--- src/rtl/cbs_lerp.sv ---
`timescale 1ns / 1ps
`default_nettype none
// ----------------------------------------------------------------------------
// cbs_lerp
// Three-stage interpolation a + (b - a) * t, t in fixed point with TB
// fraction bits, rounded half away from zero to an integer.
// ----------------------------------------------------------------------------
module cbs_lerp #(
  parameter int W  = 25,
  parameter int TB = 16
) (
  input  logic                clk,
  input  logic signed [W-1:0] a,
  input  logic signed [W-1:0] b,
  input  logic        [TB:0]  t,
  output logic signed [W-1:0] y
);

  localparam int NW = W + TB + 2;
  localparam logic [NW-1:0] HALF    = NW'(1) << (TB - 1);
  localparam logic [NW-1:0] HALF_M1 = HALF - NW'(1);

  logic signed [W-1:0]    a_q;
  logic signed [W:0]      d_q;
  logic        [TB:0]     t_q;
  logic signed [W+TB+2:0] prod;
  logic signed [NW-1:0]   base;
  logic signed [NW-1:0]   num_next;
  logic signed [NW-1:0]   num_q;
  logic        [NW-1:0]   rnd;
  logic signed [W-1:0]    y_q;

  always_ff @(posedge clk) begin
    a_q <= a;
    d_q <= {b[W-1], b} - {a[W-1], a};
    t_q <= t;
  end

  assign prod     = d_q * $signed({1'b0, t_q});
  assign base     = {{2{a_q[W-1]}}, a_q, {TB{1'b0}}};
  assign num_next = base + prod[NW-1:0];

  always_ff @(posedge clk) begin
    num_q <= num_next;
  end

  assign rnd = num_q + (num_q[NW-1] ? HALF_M1 : HALF);

  always_ff @(posedge clk) begin
    y_q <= rnd[TB+W-1:TB];
  end

  assign y = y_q;

endmodule
`default_nettype wire

--- config.mk ---
export PLATFORM = sky130hd
export DESIGN_NAME = cbs_lerp
export DESIGN_NICKNAME = d
export VERILOG_FILES = /design/src/rtl/cbs_lerp.sv
export SDC_FILE = /design/constraint.sdc
export NUM_CORES = 1
export LEC_CHECK = 0
export BUFFER_PORTS_ARGS = -buffer_cell sky130_fd_sc_hd__buf_2
export CORE_MARGIN = 3
export CORE_UTILIZATION = 45
export DETAILED_ROUTE_END_ITERATION = 7
export GPL_TIMING_DRIVEN = 1
export RECOVER_POWER = 50
export SLEW_MARGIN = 10
export SYNTH_ARGS = -nofsm -noshare
export SYNTH_HDL_FRONTEND = slang
export SYNTH_SLANG_ARGS = --single-unit
--- constraint.sdc ---
create_clock -name clk -period 6.44 [get_ports clk]
set_input_delay 0.644 -clock clk [delete_from_list [all_inputs] [get_ports clk]]
set_output_delay 0.644 -clock clk [all_outputs]
set_load 0.01 [all_outputs]
# Word-level counts from Yosys, hierarchy flattened
# Cells that the tools add are included.
totals:
  ff_bits: 136
  latchBits: 0
  ramBits: 0
  mem_bits_ro: 0
  output_inout_bits: 25
  n_memories: 0
op_classes:
  n_addsub: 3
  mul: 1
  div_mod_pow: 0
  magnitude_cmp: 0
  n_eq_ne: 0
  shift: 0
  mux: 1
  bitwise: 0
  reduce_logical: 0
op_table:
  columns: ["op", "count"]
  rows:
  - ["$add 43x43->43", 1]
  - ["$mul 26x18->43", 1]
  - ["$add 41x16->41", 1]
  - ["$sub 25x25->26", 1]
  - ["$mux 16", 1]

# Depth between registers and ports, before layout
depth:
  word_depth: 2
  ltp_mapped: 24

# Least setup slack after synthesis
# No wires, ideal clock.
synth_timing:
  path_type: "register -> register"
  startpoint: "register t_q[9]"
  endpoint: "register num_q[42]"
  setup_ns: 0.073
  arrival_ns: 6.144
  t_required_ns: 6.367
  slack_ns: 0.223
  stages_incl_launch_ff: 25
  path_buffers: 3
  cell_sequence: "dfxtp_1 -> clkbuf_1 -> clkbuf_1 -> nand2_1 -> fa_1 -> inv_1 -> fa_1 -> inv_1 -> fa_1 -> inv_1 -> fa_1 -> fa_1 -> inv_1 -> fa_1 -> inv_1 -> ha_1 -> buf_6 -> a21oi_2 -> o21bai_1 -> a211o_1 -> or3_4 -> a211oi_4 -> o211ai_2 -> a2111o_1 -> o211ai_2"
synth_via:
  elab_chain_cells: 2
synth_lines:
  columns: ["element", "line_no", "rtl"]
  rows:
  - ["start: declaration", "25", "logic [TB:0] t_q;"]
  - ["start signal: assignment", "36", "t_q <= t;"]
  - ["$mul 26x18->43", "39", "assign prod = d_q * $signed({1'b0, t_q});"]
  - ["$add 43x43->43", "41", "assign num_next = base + prod[NW-1:0];"]
  - ["via num_next[42]", "28", "logic signed [NW-1:0] num_next;"]
  - ["end signal: assignment", "44", "num_q <= num_next;"]
  - ["end: declaration", "29", "logic signed [NW-1:0] num_q;"]
# The timed path passes the listed nets, and every way through them passes these cells.

# Final worst setup path
layout_timing:
  startpoint: "register t_q[3]"
  endpoint: "register num_q[42]"
# The elaborated chain is that of the path after synthesis.

==> summary.txt <==
Clocking
  • Clock sink count: 135
  • Root Driver: clkbuf_16
  • CTS max path bufs: 2
  • Worst-Skew Late Latency: 0.48 ns
  • H-tree depth: 4
  • Clock buffer count from CTS: 17
  • Post-CTS Setup Bufs: 0
  • Worst-path clk slew: 0.06 ns
  • CTS tree: done

Synthesis
  • Synthesized cell area: 0.0214 mm^2
  • Synth warn: 0
  • Post-synth ARST share: 0
  • Synth Register Bits: 135
  • Post-synth top flop: dfxtp_1
  • Main combinational cell family by area after synthesis: adder cells
  • Mux cell area share after synthesis: 0
  • Number of synthesized flops with an enable pin: 0
  • Register area share after synthesis: 0.126
  • Synth unique cells: 59
  • Post-Synth Adder-Cell Area: 0.513
  • Leading area contributor after synthesis: fa_1
  • Simple-gate share of the synthesized area: 0.154
  • Area share of xor/xnor cells in the synthesized design: 0.0344
  • Mapped Nets: 2967
  • Synth top area cells: fa_1 42%, dfxtp_1 13%, inv_1 10%
  • Complex-gate fraction of the synthesized area: 0.0586
  • Post-Syn Area per Cell: 9.34 um^2
  • Synth top area share: 0.422
  • Post-synthesis cell count: 2292

Finish
  • Fill count: 4413
  • Area Growth Syn to Fin: 11.4%
  • Storage cell area: 0.00274 mm^2
  • Share of layout cells above drive strength 1: 0.0877
  • Layout Nets: 3090
  • Area of the multi-input gates: 0.0163 mm^2
  • Antenna cells: 0

Routing
  • Initial DRC Count: 602
  • Vias/cell: 4.93
  • Via count: 14975
  • Drt first pass iters: 5
  • # DRC: 0
  • Antenna-violating nets left: 0
  • WL per Instance: 16.7 um
  • Post-Route WL: 50600 um

Timing
  • Max_slew headroom: 0.477
  • FMAX: 161 MHz
  • Worst-margin pin slew: 0.784 ns
  • Final Max Slew Viols: 0
  • Ratio of final minimum period to clock period: 0.963
  • Min Clock Period, post-route: 6.20 ns
  • Final setup viols: 0
  • Clk_skew: 0.0199 ns
  • Final hold violations: 0
  • Setup TNS: 0 ns
  • Hold_ws: 0.266 ns

Global routing
  • Vias in the first global route: 16882
  • First-pass GRT wire length: 84600 um
  • Total gr overflow: 0
  • Pin count of the biggest net entering global routing: 27
  • Initial antenna violation count: 0
  • GRT Overall Usage: 0.218

Placement
  • Post-DP HPWL: 42800 um
  • Port buffer count: 92
  • Routability cong.: 0.897

Setup path
  • CP cell instances: buf_4 -> and2_1 -> fa_1 -> inv_1 -> fa_1 -> fa_2 -> fa_1 -> inv_1 -> fa_1 -> fa_1 -> ha_1 -> a21oi_1 -> o21ai_1 -> a211o_1 -> or3_4 -> a211oi_4 -> o211ai_2 -> a2111o_1 -> o211ai_2
  • Capture point of the worst path: num_q[42]$_DFF_P_
  • Worst Setup SP: t_q[3]$_DFF_P_
  • Critical Path Fanout Max: 15
  • CP dominant cell by count: fa_1
  • CP Class: reg -> reg
  • R2r setup slk: 0.24 ns
  • WP data required: 6.84 ns
  • R2R Path End: num_q[42]$_DFF_P_
  • CP Data Arrival Time: 6.60 ns
  • Setup crit end kind: flop
  • CP max stage delay: 0.56 ns
  • R2R cell count: 19
  • Reg-to-Reg Start: t_q[3]$_DFF_P_
  • Slowest cell on the critical path: fa_1
  • Crit path launch type: flop

Floorplan
  • Number of placed I/O pins: 93
  • DIE WIDTH: 224 um
  • Core area: 0.0468 mm^2
  • Die area: 0.0502 mm^2
  • Die extent in y: 224 um
  • Rows: 79
  • Initial core utilization: 0.458

Job
  • Max Cap Violations: 0

Status
  • Status: finished, final reports clean

Hold path
  • Worst hold path type: in -> reg
-- critical path: cells and delay by family, from the launching register on --
kind	cells	cell delay (ns)
flip-flops	1	0.40
adder cells (fa/ha/maj)	7	3.36
buffers and inverters	3	0.29
AND/OR/NAND/NOR	2	0.55
AO/OA/AOI/OAI	7	1.53
-- cell type report --
class,instances,share of cell area
sequential,135,0.115
inverter,579,0.0911
timing repair buffer,176,0.0513
multi-input combinational,1506,0.685
tap,607,0.0319
clock inverter,13,0.00761
clock buffer,19,0.0186
-- layer usage --
metal / track usage / vias to the layer above / wire length (um)
li1: - / 7024 / -
met1: 0.247 / 7600 / 19900
met2: 0.403 / 249 / 26800
met3: 0.0329 / 102 / 1610
met4: 0.100 / 0 / 2320
met5: 0 / - / 0
-- worst min-delay path by stage --
stage / start / endpoint / depth (start not counted)
after floorplan: num_q[40]$_DFF_P_ / y[24]$_DFF_P_ / 1
after global placement: num_q[24]$_DFF_P_ / y[8]$_DFF_P_ / 1
after detailed placement: num_q[24]$_DFF_P_ / y[8]$_DFF_P_ / 1
after CTS: t[6] / t_q[6]$_DFF_P_ / 1
after global routing: t[15] / t_q[15]$_DFF_P_ / 1
final: t[14] / t_q[14]$_DFF_P_ / 1
-- registers in the layout (all words and copies together) (netlist names) --
name and cells:
a_q 25, d_q 26, num_q 42, t_q 17, y 25
-- logic make-up (layout without fill, tap and decap cells) --
kind of cell | count (synthesis) | count (layout)
buf+inv | 651 | 787
simple gates | 630 | 630
fa+ha+maj | 607 | 607
compound gates | 185 | 185
flops | 135 | 135
xor+xnor | 84 | 84
-- Yosys cell counts (2+ instances only) --
master	n
nor4_1	4
a21o_1	24
a31oi_1	2
o211ai_1	5
or3_1	2
xnor2_1	60
nor3_1	8
fa_1	451
a21oi_2	2
o21ai_0	27
o311ai_0	6
and3_1	13
nor2b_1	9
o21a_1	9
a2111oi_0	3
inv_1	579
nand2_1	220
a311oi_1	2
nor4b_1	2
dfxtp_1	135
nand2b_1	11
a21oi_1	62
a221oi_1	2
and4_1	3
a211o_1	4
and2_1	275
a21boi_0	5
nand4_1	11
a211oi_1	5
nor2_1	35
ha_1	156
o2111ai_1	3
or2_2	5
clkbuf_1	71
xor2_1	24
o21bai_1	8
o211ai_2	2
nand3_1	26
-- through the flow --
step,utilization,cells,setup slack [ns],instance area (um^2)
finish,0.510,3035,0.238,23800
global route,0.510,3035,-0.0211,23800
CTS,0.509,3034,0.0277,23800
detailed placement,0.495,3002,0.0587,23200
global placement,0.495,3002,0.104,23200
floorplan,-,2292,0.223,21400
-- layout by cell type, fill, tap and decap left out, types with 6 or more instances in the layout --
cell type  netlist  routed
fa_1           451     444
and3_1          13      13
a21o_1          24      24
and2_1         275     273
buf_12           0      14
inv_6            0       7
nand2_1        220     220
dfxtp_1        135     114
nor2b_1          9       9
a21oi_1         62      60
nand4_1         11      11
dfxtp_2          0      18
nor2_1          35      35
o21ai_0         27      23
clkbuf_16        0      18
nand3_1         26      26
o21a_1           9       9
ha_1           156     151
xnor2_1         60      60
nor3_1           8       8
o311ai_0         6       6
clkbuf_1        71      50
buf_2            0      44
o21bai_1         8       8
fa_2             0       7
xor2_1          24      24
inv_1          579     578
nand2b_1        11      11
buf_4            0      67
-- timing repair --
item | 4_1_cts | 5_1_grt
gates resized for setup | 0 | 46
endpoints found under the setup margin | 0 | 11
hold buffers | 0 | 0
Power is not shown: default switching activity piles up to over one toggle a cycle in this logic, so the estimate is an artifact.
