## src/rtl/cbs_delay.sv

```systemverilog
`timescale 1ns / 1ps
`default_nettype none
// ----------------------------------------------------------------------------
// cbs_delay
// Fixed-length register line that keeps side data aligned with the
// interpolation stages.
// ----------------------------------------------------------------------------
module cbs_delay #(
  parameter int W     = 8,
  parameter int DEPTH = 3
) (
  input  logic         clk,
  input  logic [W-1:0] d,
  output logic [W-1:0] q
);

  logic [W-1:0] line [DEPTH];

  always_ff @(posedge clk) begin
    line[0] <= d;
    for (int i = 1; i < DEPTH; i++) begin
      line[i] <= line[i-1];
    end
  end

  assign q = line[DEPTH-1];

endmodule
`default_nettype wire
```

## config.mk

```make
export PLATFORM = sky130hd
export DESIGN_NAME = cbs_delay
export DESIGN_NICKNAME = d
export VERILOG_FILES = /design/src/rtl/cbs_delay.sv
export SDC_FILE = /design/constraint.sdc
export NUM_CORES = 1
export LEC_CHECK = 0
export BUFFER_PORTS_ARGS = -buffer_cell sky130_fd_sc_hd__buf_2
export CORE_AREA = 5 5 42 44
export DETAILED_ROUTE_END_ITERATION = 8
export DIE_AREA = 0 0 47 49
export GPL_TIMING_DRIVEN = 0
export HOLD_SLACK_MARGIN = 0.12
export PLACE_DENSITY_LB_ADDON = 0.3
export SLEW_MARGIN = 0
export SYNTH_ARGS = -nofsm -noshare
export SYNTH_HDL_FRONTEND = slang
export SYNTH_SLANG_ARGS = --single-unit
```

## constraint.sdc

```tcl
create_clock -name clk -period 1 [get_ports clk]
set_clock_uncertainty 0.1 [all_clocks]
set_input_delay 0.15 -clock clk [delete_from_list [all_inputs] [get_ports clk]]
set_output_delay 0.15 -clock clk [all_outputs]
set_load 0.01 [all_outputs]
```

======== After elaboration in Yosys (flattened, before gate mapping) ========
Memories as Yosys holds them, arrays and structs flattened.
Cells that the tools add are included.
word-level totals
  RAM bits ................................ 24
  word-level logic and storage cells ...... 1
  bits in read-only memories .............. 0
  bits in registers ....................... 0
  bits in latches ......................... 0
  output and inout port bits .............. 8
  memories ................................ 1
  bits of input ports ..................... 9
memories
  name  depth  width  rd ports  clocked after memory_dff  wr ports  RTL line  source
  line  3      8      3         0                         3         17        logic [W-1:0] line [DEPTH];
operators by class
  equality and inequality tests ........... 0
  muxes and demuxes ....................... 0
  multiply operators ...................... 0
  div/mod/pow operators ................... 0
  shifts and indexed selects .............. 0
  reductions and logical operators ........ 0
  bitwise operators ....................... 0
  add/subtract/negate cells ............... 0
  magnitude comparators ................... 0

======== Longest topological paths before layout ========
Gate-level depths: netlist of the first run.
  word-level depth ........................ 0
  mapped depth ............................ 1
  mapped depth without buffers ............ 0

======== Worst setup path before layout of the first run ========
Ideal clock, no wire load.
  kind .................................... register -> output
  start ................................... memory line[2][0] (netlist: line[0][16])
  end ..................................... output q[0]
  cell stages (with the launch flop) ...... 2
  data required time ...................... 0.750 ns
  setup slack ............................. 0.349 ns
  arrival ................................. 0.401 ns
  buffers on the path ..................... 1
  path through ............................ dfxtp_1 buf_4
RTL lines
  element          RTL line  source
  start, declared  17
  end, declared    14        output logic [W-1:0] q

==> summary.txt, run 1 <==
Max clock buf depth: 2
yosys warns: 0
Mapped Avg Cell Area: 16.9 um2
DRC Markers: 0
status: finished clean
# port buffers: 16
max cap viols: 0
Synth top area share: 0.889
layout cell share with drive strength beyond 1: 0.529
Gate Count Post-Synth: 32
largest cells by area after synthesis: dfxtp_1 (89%), buf_4 (11%)
grt total ovfl: 0
max-slew violations: 0
ANT cells: 0
global-route wire length before repair: 848 um
Synth Flop Type: dfxtp_1
sequential element share of the synthesized area: 0.889
final wirelength: 506 um
sequential power share: 0.695
CP max-delay cell: dfxtp_2
worst hold path type: flop to flop
biggest regs: line: 24 flops
critical path fanouts, max: 1
power per cell area: 1980 mW/mm2
die width: 47 um
Buf/Inv on CP: 1
clock root buffer: clkbuf_4
Adder-Cell Fraction of Synth Area: 0
CP top delay family: flip-flops
1st-pass router iterations: 2
Overall Power: 1.47 mW
detailed-route via count: 224
f_max: 1020 MHz
Final ANT Viol Nets: 0
unique cell type count in the Yosys netlist: 2
main combinational cell family by area after synthesis: buffers and inverters
CP max stage delay: 0.33 ns
pin count of the biggest net entering global routing: 13
worst-skew pair later-pin latency: 0.29 ns
largest register by flop count: line
H-tree level count: 1
post-synthesis async set-or-reset flop share: 0
initial antenna violation count: 0
WL per Instance: 7.55 um
post-synthesis register bit count: 24
initial core utilization: 0.386
detailed-route vias per instance: 3.34
TritonCTS Sinks: 24
Int Pwr: 1.21 mW
cell accounting for the most synthesized area: dfxtp_1
RSZ-0062 raised after global routing: yes
crit path time final: 0.981 ns
DR iter-0 viols: 3
Mapped Nets: 41
die area: 0.00230 mm2
CP cell instances: buf_6
Post-Synth Simple-Gate Area: 0
mux cell area share after synthesis: 0
gr usage total: 0.0543
Synth Area in XOR/XNOR: 0
clk slew on worst S/H paths: 0.10 ns
Slew @ Worst Pin: 0.105 ns
Layout Area Growth over Synthesis: 37.5%
multi-input gate count: 0
CP Capture Type: output port
Post-synth top cells: dfxtp_1 (24), buf_4 (8)
max reg flops: 24
final worst slack: 0.0195 ns
Post-CTS Setup Inserts: 0
CTS tree: built
final net count: 62
Hold Fails Final Rpt: 0
Sw Share: 0.177
mapped cell area: 541 um2
worst slew margin relative to its limit: 0.930
die height: 49 um
P_sw: 0.261 mW
WS Path Type: flop to output port
Post-synth EDFFs: 0
clock power share: 0.250
number of global-route vias before repair: 203
startpoint types: flop
peak supply drop: 1.04 mV
most common cell in the netlist: dfxtp_1
GPL Wtd Cong: 0.535
CTS buffer count: 3
Leak: 0.330 nW
Final Cycle Share: 0.981
Ports: 17
Worst EP arrival: 0.73 ns
Setup WS pre-CTS: 0.229 ns
Comb power frac: 0.055
FP Rows: 14
Crit path required time: 0.75 ns
area of the multi-input gates: 0 um2
post-synthesis compound-gate area fraction: 0
Core ar.: 0.00140 mm2
final setup violating endpoints: 0
[through the flow]
| step | utilization | cell area [um2] | instances | TNS, ns | hold WS (ns) |
|---|---|---|---|---|---|
| CTS | 0.530 | 743 | 68 | -0.101 | 0.234 |
| global placement | 0.457 | 641 | 64 | 0 | 0.153 |
| global route | 0.530 | 743 | 67 | -0.106 | 0.236 |
| detailed placement | 0.457 | 641 | 64 | 0 | 0.154 |
| floorplan | - | 541 | 32 | 0 | 0.0777 |
| finish | 0.530 | 743 | 67 | 0 | 0.232 |
[routing by layer]
metal,wire length (um),global-route usage,vias up,share of wire
li1,-,-,128,-
met1,237,0.0667,86,0.47
met2,203,0.0656,10,0.40
met3,64,0.0221,0,0.13
met4,0,0.0553,0,0
met5,0,0,-,0
[kinds of logic (layout without fill, tap and decap cells)]
group | Yosys count | count (layout)
buffers and inverters | 8 | 27
flip-flops | 24 | 24
[worst paths after layout]
path / slack [ns] / cells past startpoint / endpoint / startpoint
worst max-delay path: 0.02 / 1 / q[0] / line[0][16]$_DFF_P_
worst min-delay path: 0.23 / 0 / line[0][21]$_DFF_P_ / line[0][13]$_DFF_P_
worst max register to register: 0.50 / 0 / line[0][19]$_DFF_P_ / line[0][11]$_DFF_P_
worst min register to register: 0.23 / 0 / line[0][21]$_DFF_P_ / line[0][13]$_DFF_P_
[power groups by stage]
| stage | registers, mW | logic [mW] | clock network, mW |
|---|---|---|---|
| after floorplan | 1.04 | 0.0326 | 0 |
| after global placement | 1.04 | 0.0608 | 0 |
| after detailed placement | 1.04 | 0.0616 | 0 |
| after CTS | 1.02 | 0.0849 | 0.391 |
| after global routing | 1.03 | 0.0879 | 0.421 |
| final | 1.02 | 0.0812 | 0.367 |
[layout by cell type (no fill, tap or decap)]
| cell type | instances |
|---|---|
| dfxtp_1 | 16 |
| dlygate4sd3_1 | 8 |
| buf_2 | 8 |
| dfxtp_2 | 8 |
| buf_6 | 8 |
| clkbuf_4 | 3 |
[layout make-up]
class / count / area, um2
fillers: 121 / 658
flip-flops and latches: 24 / 490
repair buffers: 24 / 210
clock buffers: 3 / 22.5
well taps: 16 / 20.0
[what timing repair did]
action	in CTS	in global routing
hold buffers	8	0
hold endpoints to repair	8	0
endpoints found under the setup margin	8	8
gates resized for setup	10	6
Note: power is estimated with default switching activity, not from simulation.
==> run 2, diff against run 1 <==
--- a/config.mk
+++ b/config.mk
@@ -12,6 +12,7 @@
 export GPL_TIMING_DRIVEN = 0
 export HOLD_SLACK_MARGIN = 0.12
 export PLACE_DENSITY_LB_ADDON = 0.3
+export SETUP_SLACK_MARGIN = 0.3
 export SLEW_MARGIN = 0
 export SYNTH_ARGS = -nofsm -noshare
 export SYNTH_HDL_FRONTEND = slang
==> summary.txt, run 2 (synthesized netlist as in run 1, its figures left out) <==
pin count of the biggest net entering global routing: 13 (unchanged)
H-tree level count: 1 (unchanged)
initial antenna violation count: 0 (unchanged)
detailed-route via count: 261 (was 224)
failing checks: negative setup slack
clock root buffer: clkbuf_4 (unchanged)
Worst setup endpoint: q[4] (was q[0])
gr usage total: 0.0564 (was 0.0543)
die area: 0.00230 mm2 (unchanged)
max-slew violations: 0 (unchanged)
grt total ovfl: 0 (unchanged)
initial core utilization: 0.386 (unchanged)
detailed-route vias per instance: 3.48 (was 3.34)
Layout Area Growth over Synthesis: 49.5% (was 37.5%)
die height: 49 um (unchanged)
final net count: 70 (was 62)
commonest non-fill, non-tap cell in the layout: dfxtp_1 (unchanged)
Crit Reg-Reg Endpoint: line[0][19]$_DFF_P_ (unchanged)
reg-to-reg startpoint: line[0][11]$_DFF_P_ (unchanged)
multi-input gate count: 0 (unchanged)
DR iter-0 viols: 6 (was 3)
GPL Wtd Cong: 0.535 (unchanged)
Final Util: 0.577 (was 0.530)
area of the multi-input gates: 0 um2 (unchanged)
Crit path required time: 0.75 ns (about the same)
layout cell share with drive strength beyond 1: 0.492 (was 0.529)
worst slew margin relative to its limit: 0.930 (about the same)
fin area: 808 um2 (was 743 um2)
global-route wire length before repair: 883 um (was 848 um)
f_max: 919 MHz (was 1020 MHz)
DRC Markers: 0 (unchanged)
number of global-route vias before repair: 219 (was 203)
Post-CTS Hold Buffers: 8 (unchanged)
WS Path Type: flop to output port (unchanged)
Hold Fails Final Rpt: 0 (unchanged)
crit path time final: 1.09 ns (was 0.981 ns)
max reg flops: 24 (unchanged)
ANT cells: 0 (unchanged)
Worst R2R Path Depth: 0 (unchanged)
worst-skew pair later-pin latency: 0.29 ns (about the same)
TritonCTS Sinks: 24 (unchanged)
largest register by flop count: line (unchanged)
Final ANT Viol Nets: 0 (unchanged)
max cap viols: 0 (unchanged)
Core ar.: 0.00140 mm2 (unchanged)
status: finished, violations left (was finished clean)
biggest regs: line: 24 flops (unchanged)
dpl cell area: 641 um2 (unchanged)
CP Capture Type: output port (unchanged)
die width: 47 um (unchanged)
Worst Setup SP: line[0][20]$_DFF_P_ (was line[0][16]$_DFF_P_)
Final Cycle Share: 1.09 (was 0.981)
FILL cells: 116 (was 121)
worst hold path type: input port to flop (was flop to flop)
WL per Instance: 7.24 um (was 7.55 um)
FP Rows: 14 (unchanged)
commonest non-fill, non-tap cells in the layout: dfxtp_1 (22), buf_6 (10), buf_2 (8), buf_4 (6), dlygate4sd3_1 (6) (was dfxtp_1 (16), dlygate4sd3_1 (8), buf_2 (8), dfxtp_2 (8), buf_6 (8))
Leak: 0.388 nW (was 0.330 nW)
1st-pass router iterations: 2 (unchanged)
CTS tree: built (unchanged)
final wirelength: 543 um (was 506 um)
final setup violating endpoints: 8 (was 0)
final worst slack: -0.0887 ns (was 0.0195 ns)
# port buffers: 16 (unchanged)
setup TNS: -0.668 ns (was 0 ns)
clk slew on worst S/H paths: 0.11 ns (was 0.10 ns)
CTS buffer count: 3 (unchanged)
Max clock buf depth: 2 (unchanged)
power per cell area: 1860 mW/mm2 (was 1980 mW/mm2)
peak supply drop: 1.09 mV (was 1.04 mV)
critical path fanouts, max: 1 (unchanged)
Worst EP arrival: 0.84 ns (was 0.73 ns)
Ports: 17 (unchanged)
RSZ-0062 raised after global routing: yes (unchanged)
Slew @ Worst Pin: 0.105 ns (about the same)
R2R setup slack: 0.50 ns (about the same)
startpoint types: flop (unchanged)
==> run 2: repair_timing <==
item / in CTS / in global routing
endpoints found under the hold margin: 8 / 2
gates resized for setup: 8 / 6
setup buffers: 0 / 0
endpoints found under the setup margin: 8 / 10
cloned: 0 / 0
==> run 2: area by class of cell <==
type	instances	area [um2]	area share
plain buffers	8	67.6	0.0836
clock buffers	3	22.5	0.0279
well taps	16	20.0	0.0248
repair buffers	24	215	0.266
flip-flops and latches	24	483	0.598
==> run 2: where the power goes <==
group	switching (mW)	internal [mW]
clock network	0.233	0.140
logic	0.0278	0.0839
registers	0.0103	1.01
total	0.271	1.23
==> run 2: worst min path at each step <==
stage                            start                  to  cells past startpoint
floorplan                         d[0]  line[0][0]$_DFF_P_                      0
global placement                  d[1]  line[0][1]$_DFF_P_                      1
detailed placement                d[2]  line[0][2]$_DFF_P_                      1
CTS                 line[0][1]$_DFF_P_  line[0][9]$_DFF_P_                      0
global route                      d[4]  line[0][4]$_DFF_P_                      2
finish                            d[0]  line[0][0]$_DFF_P_                      2
==> run 2: worst max-delay path, cell delays in order (launching register included) <==
cell     delay [ns]
dfxtp_1        0.31
buf_4          0.12
buf_6          0.11
==> run 2: stage by stage <==
stage / worst slack [ns] / hold slack (ns) / instances / total power [mW]
floorplan: 0.349 / 0.0777 / 32 / 1.07
global placement: 0.234 / 0.153 / 64 / 1.10
detailed placement: 0.229 / 0.154 / 64 / 1.10
CTS: -0.101 / 0.238 / 75 / 1.52
global route: -0.130 / 0.0397 / 75 / 1.57
finish: -0.0887 / 0.0237 / 75 / 1.50
==> run 2: per-layer routing <==
metal  up-vias  part of all wire  track usage  wire length (um)
met2        12              0.41       0.0747               221
met4         0             0.041       0.0553                22
met3         2              0.13       0.0221                69
met5         -                 0            0                 0
met1       103              0.42       0.0644               230
li1        144                 -            -                 -
